<file path="src/design/jtg_pkg.sv">
// Types, constants and font tables for the Johab text to glyph layer block
`default_nettype none
package jtg_pkg;

    localparam int CHO_SIZE  = 19;
    localparam int JUNG_SIZE = 21;
    localparam int JONG_SIZE = 27;
    localparam int CHO_SETS  = 10;
    localparam int JUNG_SETS = 2;
    localparam int FINAL_GROUP_OFS = 5;

    localparam logic [8:0] BLANK_GLYPH = 9'd319;
    localparam logic [8:0] VOWEL_BASE  = 9'(CHO_SETS * CHO_SIZE);
    localparam logic [8:0] FINAL_BASE  = 9'(CHO_SETS * CHO_SIZE + JUNG_SETS * JUNG_SIZE);

    localparam logic [0:0] CFG_HANGUL_ADV = 1'd0;
    localparam logic [0:0] CFG_ASCII_ADV  = 1'd1;

    localparam logic [8:0] ADV_RESET_HANGUL = 9'd16;
    localparam logic [8:0] ADV_RESET_ASCII  = 9'd8;

    localparam logic [4:0] CHO_MAP [0:31] = '{
        5'd0, 5'd0, 5'd1, 5'd2, 5'd3, 5'd4, 5'd5, 5'd6,
        5'd7, 5'd8, 5'd9, 5'd10, 5'd11, 5'd12, 5'd13, 5'd14,
        5'd15, 5'd16, 5'd17, 5'd18, 5'd19, 5'd0, 5'd0, 5'd0,
        5'd0, 5'd0, 5'd0, 5'd0, 5'd0, 5'd0, 5'd0, 5'd0};

    localparam logic [4:0] JUNG_MAP [0:31] = '{
        5'd0, 5'd0, 5'd0, 5'd1, 5'd2, 5'd3, 5'd4, 5'd5,
        5'd0, 5'd0, 5'd6, 5'd7, 5'd8, 5'd9, 5'd10, 5'd11,
        5'd0, 5'd0, 5'd12, 5'd13, 5'd14, 5'd15, 5'd16, 5'd17,
        5'd0, 5'd0, 5'd18, 5'd19, 5'd20, 5'd21, 5'd0, 5'd0};

    localparam logic [4:0] JONG_MAP [0:31] = '{
        5'd0, 5'd0, 5'd1, 5'd2, 5'd3, 5'd4, 5'd5, 5'd6,
        5'd7, 5'd8, 5'd9, 5'd10, 5'd11, 5'd12, 5'd13, 5'd14,
        5'd15, 5'd16, 5'd0, 5'd17, 5'd18, 5'd19, 5'd20, 5'd21,
        5'd22, 5'd23, 5'd24, 5'd25, 5'd26, 5'd27, 5'd0, 5'd0};

    localparam logic [2:0] CHO_GROUP [0:31] = '{
        3'd0, 3'd0, 3'd0, 3'd0, 3'd0, 3'd0, 3'd0, 3'd0,
        3'd0, 3'd1, 3'd3, 3'd3, 3'd3, 3'd1, 3'd2, 3'd4,
        3'd4, 3'd4, 3'd2, 3'd1, 3'd3, 3'd0, 3'd0, 3'd0,
        3'd0, 3'd0, 3'd0, 3'd0, 3'd0, 3'd0, 3'd0, 3'd0};

    localparam logic [1:0] JONG_GROUP [0:31] = '{
        2'd0, 2'd0, 2'd0, 2'd0, 2'd0, 2'd0, 2'd0, 2'd0,
        2'd0, 2'd2, 2'd0, 2'd0, 2'd0, 2'd2, 2'd2, 2'd1,
        2'd1, 2'd1, 2'd2, 2'd2, 2'd0, 2'd0, 2'd0, 2'd0,
        2'd0, 2'd0, 2'd0, 2'd0, 2'd0, 2'd0, 2'd0, 2'd0};

    typedef struct packed {
        logic [7:0]  text_byte;
        logic        string_start;
        logic [15:0] start_x;
        logic [15:0] line_y;
    } t_in_item;

    typedef struct packed {
        logic        is_hangul;
        logic [15:0] pos_x;
        logic [15:0] pos_y;
        logic [6:0]  ascii_code;
        logic [8:0]  initial_glyph;
        logic [8:0]  vowel_glyph;
        logic [8:0]  final_glyph;
        logic [1:0]  layer_count;
    } t_out_item;

    typedef struct packed {
        logic        emit;
        logic        is_hangul;
        logic [6:0]  lead;
        logic [7:0]  trail;
        logic [15:0] pos_x;
    } t_front;

    typedef struct packed {
        logic [8:0] initial_glyph;
        logic [8:0] vowel_glyph;
        logic [8:0] final_glyph;
        logic [1:0] layer_count;
    } t_layers;

endpackage
`default_nettype wire

</file>
<file path="src/design/jtg_in_if.sv">
// Text byte input channel
`default_nettype none
interface jtg_in_if;
    logic              valid;
    logic              ready;
    jtg_pkg::t_in_item data;

    modport source (output valid, output data, input ready);
    modport sink (input valid, input data, output ready);
endinterface
`default_nettype wire

</file>
<file path="src/design/jtg_out_if.sv">
// Glyph command output channel
`default_nettype none
interface jtg_out_if;
    logic               valid;
    logic               ready;
    jtg_pkg::t_out_item data;

    modport source (output valid, output data, input ready);
    modport sink (input valid, input data, output ready);
endinterface
`default_nettype wire

</file>
<file path="src/design/jtg_front.sv">
// Pen, lead byte and advance registers, with per-byte classification
`default_nettype none
module jtg_front (
    input  wire logic              i_clk,
    input  wire logic              i_rst_n,
    input  wire logic              i_accept,
    input  wire jtg_pkg::t_in_item i_item,
    input  wire logic              i_cfg_we,
    input  wire logic [0:0]        i_cfg_idx,
    input  wire logic [7:0]        i_cfg_data,
    output jtg_pkg::t_front        o_front
);
    logic        r_lead_pending, n_lead_pending;
    logic [6:0]  r_lead_byte, n_lead_byte;
    logic [15:0] r_pen_x, n_pen_x;
    logic [7:0]  r_hangul_adv;
    logic [7:0]  r_ascii_adv;
    logic        pend_cur;
    logic [15:0] pen_cur;
    logic        take_lead;

    always_comb begin
        pend_cur  = r_lead_pending & ~i_item.string_start;
        pen_cur   = i_item.string_start ? i_item.start_x : r_pen_x;
        take_lead = ~pend_cur & i_item.text_byte[7];

        o_front.emit      = ~take_lead;
        o_front.is_hangul = pend_cur;
        o_front.lead      = r_lead_byte;
        o_front.trail     = i_item.text_byte;
        o_front.pos_x     = pen_cur;

        n_lead_pending = r_lead_pending;
        n_lead_byte    = r_lead_byte;
        n_pen_x        = r_pen_x;
        if (i_accept) begin
            if (take_lead) begin
                n_lead_pending = 1'b1;
                n_lead_byte    = i_item.text_byte[6:0];
                n_pen_x        = pen_cur;
            end else begin
                n_lead_pending = 1'b0;
                n_pen_x        = pen_cur + {8'd0, pend_cur ? r_hangul_adv : r_ascii_adv};
            end
        end
    end

    always_ff @(posedge i_clk) begin
        if (!i_rst_n) begin
            r_lead_pending <= 1'b0;
            r_lead_byte    <= '0;
            r_pen_x        <= '0;
            r_hangul_adv   <= jtg_pkg::ADV_RESET_HANGUL[7:0];
            r_ascii_adv    <= jtg_pkg::ADV_RESET_ASCII[7:0];
        end else begin
            r_lead_pending <= n_lead_pending;
            r_lead_byte    <= n_lead_byte;
            r_pen_x        <= n_pen_x;
            if (i_cfg_we) begin
                case (i_cfg_idx)
                    jtg_pkg::CFG_HANGUL_ADV: r_hangul_adv <= i_cfg_data;
                    jtg_pkg::CFG_ASCII_ADV:  r_ascii_adv  <= i_cfg_data;
                    default: ;
                endcase
            end
        end
    end
endmodule
`default_nettype wire

</file>
<file path="src/design/jtg_compose.sv">
// Johab code split and 10x2x3 font set glyph selection
`default_nettype none
module jtg_compose (
    input  wire logic [6:0] i_lead,
    input  wire logic [7:0] i_trail,
    output jtg_pkg::t_layers o_layers
);
    logic [4:0] cho;
    logic [4:0] jung;
    logic [4:0] jong;
    logic [3:0] grp;
    logic [1:0] jgrp;

    always_comb begin
        cho  = jtg_pkg::CHO_MAP[i_lead[6:2]];
        jung = jtg_pkg::JUNG_MAP[{i_lead[1:0], i_trail[7:5]}];
        jong = jtg_pkg::JONG_MAP[i_trail[4:0]];
        jgrp = jtg_pkg::JONG_GROUP[jung];

        o_layers.vowel_glyph = jtg_pkg::BLANK_GLYPH;
        o_layers.final_glyph = jtg_pkg::BLANK_GLYPH;
        if (jong == 5'd0) begin
            grp = {1'b0, jtg_pkg::CHO_GROUP[jung]};
            if (jung == 5'd0) begin
                o_layers.layer_count = 2'd1;
            end else begin
                o_layers.layer_count = 2'd2;
                o_layers.vowel_glyph = jtg_pkg::VOWEL_BASE + {4'd0, jung} - 9'd1;
            end
        end else begin
            grp = {1'b0, jtg_pkg::CHO_GROUP[jung]} + 4'(jtg_pkg::FINAL_GROUP_OFS);
            o_layers.layer_count = 2'd3;
            o_layers.vowel_glyph = jtg_pkg::VOWEL_BASE + 9'(jtg_pkg::JUNG_SIZE)
                                 + {4'd0, jung} - 9'd1;
            o_layers.final_glyph = jtg_pkg::FINAL_BASE + {7'd0, jgrp} * 9'(jtg_pkg::JONG_SIZE)
                                 + {4'd0, jong} - 9'd1;
        end

        if (cho == 5'd0) begin
            o_layers.initial_glyph = jtg_pkg::BLANK_GLYPH;
        end else begin
            o_layers.initial_glyph = {5'd0, grp} * 9'(jtg_pkg::CHO_SIZE)
                                   + {4'd0, cho} - 9'd1;
        end
    end
endmodule
`default_nettype wire

</file>
<file path="src/design/johab_text_to_glyph_layers.sv">
// Top level: mixed ASCII / Johab text bytes to glyph layer draw commands
// One text byte is taken per cycle while input ready is high. Its draw command is in the
// output register in the cycle after the transfer, and input ready stays high while that
// register is empty or being emptied, so a sink that never stalls never holds back the input.
// A Johab lead byte gives no command; the byte after it completes the character. The pen
// position, lead byte and two advance registers live in the front stage; config writes go to
// index 0 (Hangul advance, reset 16) and 1 (ASCII advance, reset 8) and are taken at once.
`default_nettype none
module johab_text_to_glyph_layers (
    input  wire logic       i_clk,
    input  wire logic       i_rst_n,
    jtg_in_if.sink          i_text,
    jtg_out_if.source       o_glyph,
    input  wire logic       i_cfg_we,
    input  wire logic [0:0] i_cfg_idx,
    input  wire logic [7:0] i_cfg_data
);
    jtg_pkg::t_front    front;
    jtg_pkg::t_layers   layers;
    jtg_pkg::t_out_item n_out;
    jtg_pkg::t_out_item r_out;
    logic               r_out_valid, n_out_valid;
    logic               in_ready;
    logic               accept;

    assign in_ready     = ~r_out_valid | o_glyph.ready;
    assign accept       = i_text.valid & in_ready;
    assign i_text.ready = in_ready;

    jtg_front u_front (
        .i_clk      (i_clk),
        .i_rst_n    (i_rst_n),
        .i_accept   (accept),
        .i_item     (i_text.data),
        .i_cfg_we   (i_cfg_we),
        .i_cfg_idx  (i_cfg_idx),
        .i_cfg_data (i_cfg_data),
        .o_front    (front)
    );

    jtg_compose u_compose (
        .i_lead   (front.lead),
        .i_trail  (front.trail),
        .o_layers (layers)
    );

    always_comb begin
        n_out.is_hangul = front.is_hangul;
        n_out.pos_x     = front.pos_x;
        n_out.pos_y     = i_text.data.line_y;
        if (front.is_hangul) begin
            n_out.ascii_code    = 7'd0;
            n_out.initial_glyph = layers.initial_glyph;
            n_out.vowel_glyph   = layers.vowel_glyph;
            n_out.final_glyph   = layers.final_glyph;
            n_out.layer_count   = layers.layer_count;
        end else begin
            n_out.ascii_code    = front.trail[6:0];
            n_out.initial_glyph = jtg_pkg::BLANK_GLYPH;
            n_out.vowel_glyph   = jtg_pkg::BLANK_GLYPH;
            n_out.final_glyph   = jtg_pkg::BLANK_GLYPH;
            n_out.layer_count   = 2'd0;
        end

        if (accept) begin
            n_out_valid = front.emit;
        end else begin
            n_out_valid = r_out_valid & ~o_glyph.ready;
        end
    end

    always_ff @(posedge i_clk) begin
        if (!i_rst_n) begin
            r_out_valid <= 1'b0;
        end else begin
            r_out_valid <= n_out_valid;
        end
    end

    always_ff @(posedge i_clk) begin
        if (accept && front.emit) begin
            r_out <= n_out;
        end
    end

    assign o_glyph.valid = r_out_valid;
    assign o_glyph.data  = r_out;
endmodule
`default_nettype wire

</file>
<file path="src/flat_wrapper.sv">
// flat-port wrapper written by rule: the top's interface ports become plain ports
module johab_text_to_glyph_layers_flat 
  (i_clk, i_rst_n, i_cfg_we, i_cfg_idx, i_cfg_data, i_text_valid, i_text_data, i_text_ready, o_glyph_valid, o_glyph_data, o_glyph_ready);
  jtg_in_if i_text_i ();
  jtg_out_if o_glyph_i ();
  input  wire logic i_clk;
  input  wire logic i_rst_n;
  input  wire logic i_cfg_we;
  input  wire logic [0:0] i_cfg_idx;
  input  wire logic [7:0] i_cfg_data;
  input wire logic [$bits(i_text_i.valid)-1:0] i_text_valid;
  input wire logic [$bits(i_text_i.data)-1:0] i_text_data;
  output wire logic [$bits(i_text_i.ready)-1:0] i_text_ready;
  output wire logic [$bits(o_glyph_i.valid)-1:0] o_glyph_valid;
  output wire logic [$bits(o_glyph_i.data)-1:0] o_glyph_data;
  input wire logic [$bits(o_glyph_i.ready)-1:0] o_glyph_ready;
  assign i_text_i.valid = i_text_valid;
  assign i_text_i.data = i_text_data;
  assign i_text_ready = i_text_i.ready;
  assign o_glyph_valid = o_glyph_i.valid;
  assign o_glyph_data = o_glyph_i.data;
  assign o_glyph_i.ready = o_glyph_ready;
  johab_text_to_glyph_layers u_core (.i_clk(i_clk), .i_rst_n(i_rst_n), .i_text(i_text_i), .o_glyph(o_glyph_i), .i_cfg_we(i_cfg_we), .i_cfg_idx(i_cfg_idx), .i_cfg_data(i_cfg_data));
endmodule
</file>
<file path="config.mk">
export PLATFORM = sky130hd
export DESIGN_NAME = johab_text_to_glyph_layers_flat
export DESIGN_NICKNAME = d
export VERILOG_FILES = /design/src/design/jtg_pkg.sv /design/src/design/jtg_in_if.sv /design/src/design/jtg_out_if.sv /design/src/design/jtg_front.sv /design/src/design/jtg_compose.sv /design/src/design/johab_text_to_glyph_layers.sv /design/src/flat_wrapper.sv
export SDC_FILE = /design/constraint.sdc
export NUM_CORES = 1
export LEC_CHECK = 0
export BUFFER_PORTS_ARGS = -buffer_cell sky130_fd_sc_hd__buf_2
export CORE_MARGIN = 2
export CORE_UTILIZATION = 55
export CTS_CLUSTER_DIAMETER = 60
export DETAILED_ROUTE_END_ITERATION = 10
export PLACE_DENSITY = 0.89
export SLEW_MARGIN = 40
export SYNTH_ARGS = -nofsm -noshare
export SYNTH_HDL_FRONTEND = slang
export SYNTH_HIERARCHICAL = 1
export SYNTH_SLANG_ARGS = --single-unit
export TNS_END_PERCENT = 20
</file>
<file path="constraint.sdc">
create_clock -name i_clk -period 15.5 [get_ports i_clk]
set_input_delay 3.1 -clock i_clk [delete_from_list [all_inputs] [get_ports i_clk]]
set_output_delay 3.1 -clock i_clk [all_outputs]
set_load 0.005 [all_outputs]
</file>
==> impl_metrics.tcl, run 1 <==
set metrics [dict create \
    antenna_left 0 \
    reg2regPathDepth 22 \
    drv_cap 0 \
    cts_tree "yes" \
    hold_buffers 0 \
    cts_max_level 3 \
    p_leak_nw 3.34 \
    clock_sink_count 110 \
    grt_max_degree 67 \
    start_kind "input pin" \
    worst_pin_slew_ps 795 \
    num_vias 5357 \
    hold_path_class "reg2reg" \
    outcome "finished, final reports clean" \
    drt-initial-drc-count 280 \
    path_max_fanout 27 \
    floorplan.die_area_um2 13700 \
    fin_nets 936 \
    synth_area_leaders "edfxtp_1, dfxtp_1, ha_1" \
    arrival_ps 8970 \
    period_share_pct 57.2 \
    grt_pass1_wl_um 22700 \
    areaGrowthSynthToFinish_pct 13.5 \
    numCtsBuffers 9 \
    die_h_um 117 \
    fin_tns_setup_ps 0 \
    fmax_ghz 0.113 \
    yosys_warnings 6 \
    layout_min_cycle_time_ps 8860 \
    ir_worst_vdd_mv 0.0545 \
    io_buffers 125 \
    clk_pin_slew_ps 80 \
    track_usage_pct 21.2 \
    antenna_found_initial 0 \
    finalHoldViolCount 0 \
    end_kind "flop" \
    setup_viol 0 \
    clockBufferDepth 2 \
    wl_um 14400 \
    viasPerCell 5.42 \
    fin_hold_ws_ps 454 \
    synth_nets 838 \
    yosys.area.top_type "edfxtp_1" \
    cts_setup_buffers 0 \
    overflow 0 \
    worstSetupPathType "in2reg" \
    place_congestion 0.883 \
    fin_area_um2 7980 \
    drc 0 \
    diodes 0 \
    worstHoldPathCells 2 \
    dp_hpwl_um 10200 \
    rows 41 \
    firstDrtPassIters 5 \
    initial_core_util_pct 55.9 \
    synth_edf_count 69 \
    cp_data_required_time_ps 15600 \
    synthCells 713 \
    maxSlewHeadroom_pct 47.0 \
    coreArea_um2 12600 \
    drive_gt1_share_pct 22.2 \
    seq_area_frac_synth_pct 41.2 \
    rsz0062_at_grt "no" \
    netlist.area_leader.share_pct 29.5 \
    synth.ff_latch_count 110 \
    syn_area_um2 7030 \
    synth.distinct_cells 75 \
    synth_flop_cell "edfxtp_1" \
    fill_cells 1011 \
    grt_pass1_vias 4824 \
    place_ws_ps 6320 \
    power_density_nw_per_um2 93.1 \
    wl_per_cell_um 14.6 \
    io_pins 126 \
    dpl_cell_area_um2 7690 \
    async_flop_share_pct 0 \
    instances_no_fill 988 \
    place_inst 972 \
    setup_slack_ps 6640 \
    cts_root_buf "clkbuf_16" \
    chipWidth_um 117 \
    fin_worst_skew_ps 10.9 \
    slew_viol_final 0 \
    ctsResizeCount 0 \
    clkLatencyLatePin_ps 360 \
    synth.avg_cell_area_um2 9.85 \
]
[final cells by class]
| class | instances | area (um2) | area share [%] |
|---|---|---|---|
| multi-input combinational | 510 | 3740 | 46.8 |
| sequential | 110 | 2890 | 36.3 |
| timing repair buffer | 128 | 652 | 8.17 |
| clock buffer | 12 | 258 | 3.23 |
| tap | 172 | 215 | 2.70 |
| inverter | 52 | 195 | 2.45 |
| clock inverter | 4 | 27.5 | 0.345 |
[stage by stage]
| stage | util [%] | power, mW |
|---|---|---|
| final | 63.5 | 0.742 |
| after global routing | 63.5 | 0.783 |
| after CTS | 63.4 | 0.746 |
| after detailed placement | 61.2 | 0.522 |
| after global placement | 61.2 | 0.515 |
| after floorplan | - | 0.479 |
[metal layers]
metal  track usage (%)  share of wire [%]
met2              36.8                 49
met4              7.37                1.6
met5                 0                  0
met1              27.0                 44
met3              3.35                4.8
[cells in the final DEF, fill, tap and decap left out, types with 14 or more instances in the layout]
cell type / count
mux2_2: 20
nand2_1: 67
ha_1: 61
mux2i_1: 14
nand3_1: 30
buf_2: 125
dfxtp_1: 41
nand2b_1: 30
nor2_1: 40
o21ai_0: 23
edfxtp_1: 69
xnor2_1: 15
nor2b_1: 18
a21oi_1: 51
inv_1: 50
[cells by family (layout without fill, tap and decap cells)]
kind of cell,Yosys count,after routing,synth area share (%)
buf+inv,93,196,5.79
compound gates,144,144,13.8
xor+xnor,20,20,2.49
mux,37,37,6.06
fa+ha+maj,70,70,13.4
flops,110,110,41.2
simple gates,239,239,17.3
[worst max-delay path, cell delays in order]
cell,delay (ps)
buf_2,160
inv_1,90
ha_1,240
ha_1,290
inv_1,40
mux4_2,460
nand4bb_1,480
a21oi_4,700
mux2_2,450
ha_1,300
ha_1,270
inv_1,50
fa_1,520
inv_1,40
ha_1,230
fa_1,410
a21o_1,200
a21oi_1,230
o21bai_1,110
a21oi_1,180
xnor2_1,130
nand2b_1,60
or2b_1,210
[final timing paths]
kind                                    endpoint  slack [ps]                           start
hold reg to reg   u_core/u_front/r_hangul_adv[2]         450  u_core/u_front/r_hangul_adv[2]
setup reg to reg         u_core/o_glyph.data[28]        9510   u_core/u_front/r_lead_byte[1]
hold / removal    u_core/u_front/r_hangul_adv[2]         450  u_core/u_front/r_hangul_adv[2]
setup / recovery         u_core/o_glyph.data[28]        6640                 i_text_data[33]
[sequential cells by signal (all words and copies together), names as in the netlist]
name / flops
u_core/o_glyph.valid: 1
u_core/u_front/r_hangul_adv: 8
u_core/u_front/r_lead_byte: 7
u_core/o_glyph.data: 69
u_core/u_front/r_ascii_adv: 8
u_core/u_front/r_lead_pending: 1
u_core/u_front/r_pen_x: 16
[power breakdown]
group | switching [mW] | internal (mW) | total (mW)
Sequential | 0.00693 | 0.329 | 0.336
Combinational | 0.100 | 0.0827 | 0.183
Clock | 0.105 | 0.119 | 0.224
Total | 0.212 | 0.530 | 0.742
[Yosys cell counts, drive strengths merged (5+ instances only)]
master / number
nand2b: 30
o22ai: 6
fa: 9
xor2: 5
nor2: 40
ha: 61
xnor2: 15
mux2: 21
dfxtp: 41
inv: 50
a21oi: 52
or2: 7
o21ai: 25
nor3: 9
a21o: 8
nand2: 67
clkbuf: 18
mux2i: 14
nor2b: 20
edfxtp: 69
and2: 14
nand3: 30
buf: 23
or2b: 5
Power figures use the tool's default switching activity.
==> run 2: changes to the inputs <==
--- a/config.mk
+++ b/config.mk
@@ -5,6 +5,7 @@
 export SDC_FILE = /design/constraint.sdc
 export NUM_CORES = 1
 export LEC_CHECK = 0
+export ABC_AREA = 1
 export BUFFER_PORTS_ARGS = -buffer_cell sky130_fd_sc_hd__buf_2
 export CORE_MARGIN = 2
 export CORE_UTILIZATION = 55
==> constraint.sdc (replaced) <==
create_clock -name i_clk -period 9.13 [get_ports i_clk]
set_input_delay 1.826 -clock i_clk [delete_from_list [all_inputs] [get_ports i_clk]]
set_output_delay 1.826 -clock i_clk [all_outputs]
set_load 0.005 [all_outputs]
==> run 2 against run 1 <==
First-iteration DRC count grew 8.6%. Sequential cell count is the same. Core utilization grew 0.63 points. Via count grew 12%. Power grew 88%. Design area grew 2.2%. Clock skew shrank 2.8 ps. Combinational power grew 140%. Synthesized cell count grew 29%. Critical endpoint unchanged.
==> impl_metrics.tcl, run 2 <==
set metrics [dict create \
    floorplan.die_area_um2 14000 \
    place_congestion 0.935 \
    syn_area_um2 7200 \
    rows 41 \
    dp_hpwl_um 11200 \
    ir_worst_vdd_mv 0.0909 \
    dpl_cell_area_um2 7860 \
    clock_sink_count 110 \
    synthCells 920 \
    initial_core_util_pct 56.6 \
    fin_worst_skew_ps 8.11 \
    seq_area_frac_synth_pct 40.2 \
    end_kind "flop" \
    path_max_fanout 8 \
    synth_area_leaders "edfxtp_1, nand2_1, dfxtp_1" \
    synth.ff_latch_count 110 \
    fin_hold_ws_ps 483 \
    viasPerCell 4.95 \
    die_h_um 118 \
    cts_root_buf "clkbuf_16" \
    outcome "finished, final reports clean" \
    synth_commonest_cells "nand2_1, inv_1, nor2_1" \
    fin_area_um2 8150 \
    drt-initial-drc-count 304 \
    hold_path_class "reg2reg" \
    fin_nets 1156 \
    netlist.area_leader.share_pct 28.8 \
    grt_max_degree 53 \
    numCtsBuffers 9 \
    synth.avg_cell_area_um2 7.83 \
    rsz0062_at_grt "no" \
    io_buffers 125 \
    wl_per_cell_um 12.3 \
    hold_buffers 0 \
    ctsResizeCount 0 \
    layout_common_cells "nand2_1, inv_1, buf_2" \
    largest_reg_flops 69 \
    mostFrequentLayoutCell "nand2_1" \
    crit_slowest_cell "fa_1" \
    fin_tns_setup_ps 0 \
    antenna_left 0 \
    cts_tree "yes" \
    synth.distinct_cells 43 \
    yosys_warnings 6 \
    total_power_mw 1.40 \
    post-synth-top-count-cell "nand2_1" \
    overflow 0 \
    yosys.area.top_type "edfxtp_1" \
    wl_um 14800 \
    cp_data_required_time_ps 9220 \
    setup_viol 0 \
    maxSlewHeadroom_pct 58.7 \
    async_flop_share_pct 0 \
    grt_pass1_wl_um 25600 \
    track_usage_pct 22.3 \
    synth_nets 1045 \
    num_vias 5974 \
    start_kind "input pin" \
    clkLatencyLatePin_ps 350 \
    fmax_ghz 0.158 \
    arrival_ps 6420 \
    cp_common_cell "nand2_1" \
    worstSetupPathType "in2reg" \
    finalHoldViolCount 0 \
    io_pins 126 \
    clk_pin_slew_ps 70 \
    place_inst 1192 \
    layout_min_cycle_time_ps 6330 \
    cts_max_level 3 \
    period_share_pct 69.3 \
    diodes 0 \
    slew_viol_final 0 \
    synth_flop_cell "edfxtp_1" \
    coreArea_um2 12700 \
    clockBufferDepth 2 \
    chipWidth_um 118 \
    antenna_found_initial 0 \
    instances_no_fill 1208 \
    synth_edf_count 69 \
    grt_pass1_vias 5798 \
    p_leak_nw 4.16 \
    slowest_delay_ps 520 \
    drive_gt1_share_pct 18.0 \
    worst_pin_slew_ps 619 \
    cts_setup_buffers 0 \
    drv_cap 0 \
    drc 0 \
    power_density_nw_per_um2 171 \
    firstDrtPassIters 6 \
    areaGrowthSynthToFinish_pct 13.2 \
]
-- run 2: per-layer routing --
layer / up-vias / global-route usage [%] / share of wire [%]
li1: 3138 / - / -
met1: 2654 / 26.4 / 44
met2: 153 / 40.5 / 50
met3: 29 / 2.99 / 4.3
met4: 0 / 8.93 / 2.4
met5: - / 0 / 0
-- run 2: metrics by stage --
stage / setup WS (ps) / utilization (%)
6_report: 2800 / 64.1
2_1_floorplan: 1390 / -
5_1_grt: 2390 / 64.1
3_3_place_gp: 2570 / 61.8
3_5_place_dp: 2440 / 61.8
4_1_cts: 2770 / 64.1
-- run 2: worst paths after layout --
path	start	endpoint	slack, ps	cells after the start
max	i_text_data[39]	u_core/o_glyph.data[28]	2800	31
max reg2reg	u_core/u_front/r_lead_byte[0]	u_core/o_glyph.data[28]	4000	31
min reg2reg	u_core/u_front/r_pen_x[12]	u_core/u_front/r_pen_x[12]	480	2
min	u_core/u_front/r_pen_x[12]	u_core/u_front/r_pen_x[12]	480	2
-- run 2: where the power goes --
| group | internal [mW] | switching [mW] |
|---|---|---|
| Combinational | 0.168 | 0.268 |
| Clock | 0.210 | 0.173 |
| Sequential | 0.564 | 0.0137 |
| Total | 0.941 | 0.455 |
-- run 2: cells by family (layout without fill, tap and decap cells) --
logic type               count (synthesis)  in the layout  synth area share (%)
AND/OR/NAND/NOR                        450            450                  26.9
adder cells (fa/ha/maj)                 70             70                  13.1
XOR/XNOR                                 9              9                  1.09
buffers and inverters                  184            300                  11.3
AO/OA/AOI/OAI                           97             97                  7.42
flip-flops                             110            110                  40.2
-- run 2: layout make-up --
cell class              instances  area (um2)
repair buffers                129         656
clock inverters                 4        26.3
well taps                     172         215
flip-flops and latches        110        2890
multi-input cells             626        3500
clock buffers                  12         268
inverters                     155         592
fillers                      1159        4570
-- run 2: worst max-delay path, delay by kind of cell --
kind | cells | cell delay (ps)
AO/OA/AOI/OAI | 3 | 360
adder cells (fa/ha/maj) | 8 | 2370
buffers and inverters | 7 | 500
AND/OR/NAND/NOR | 13 | 1340
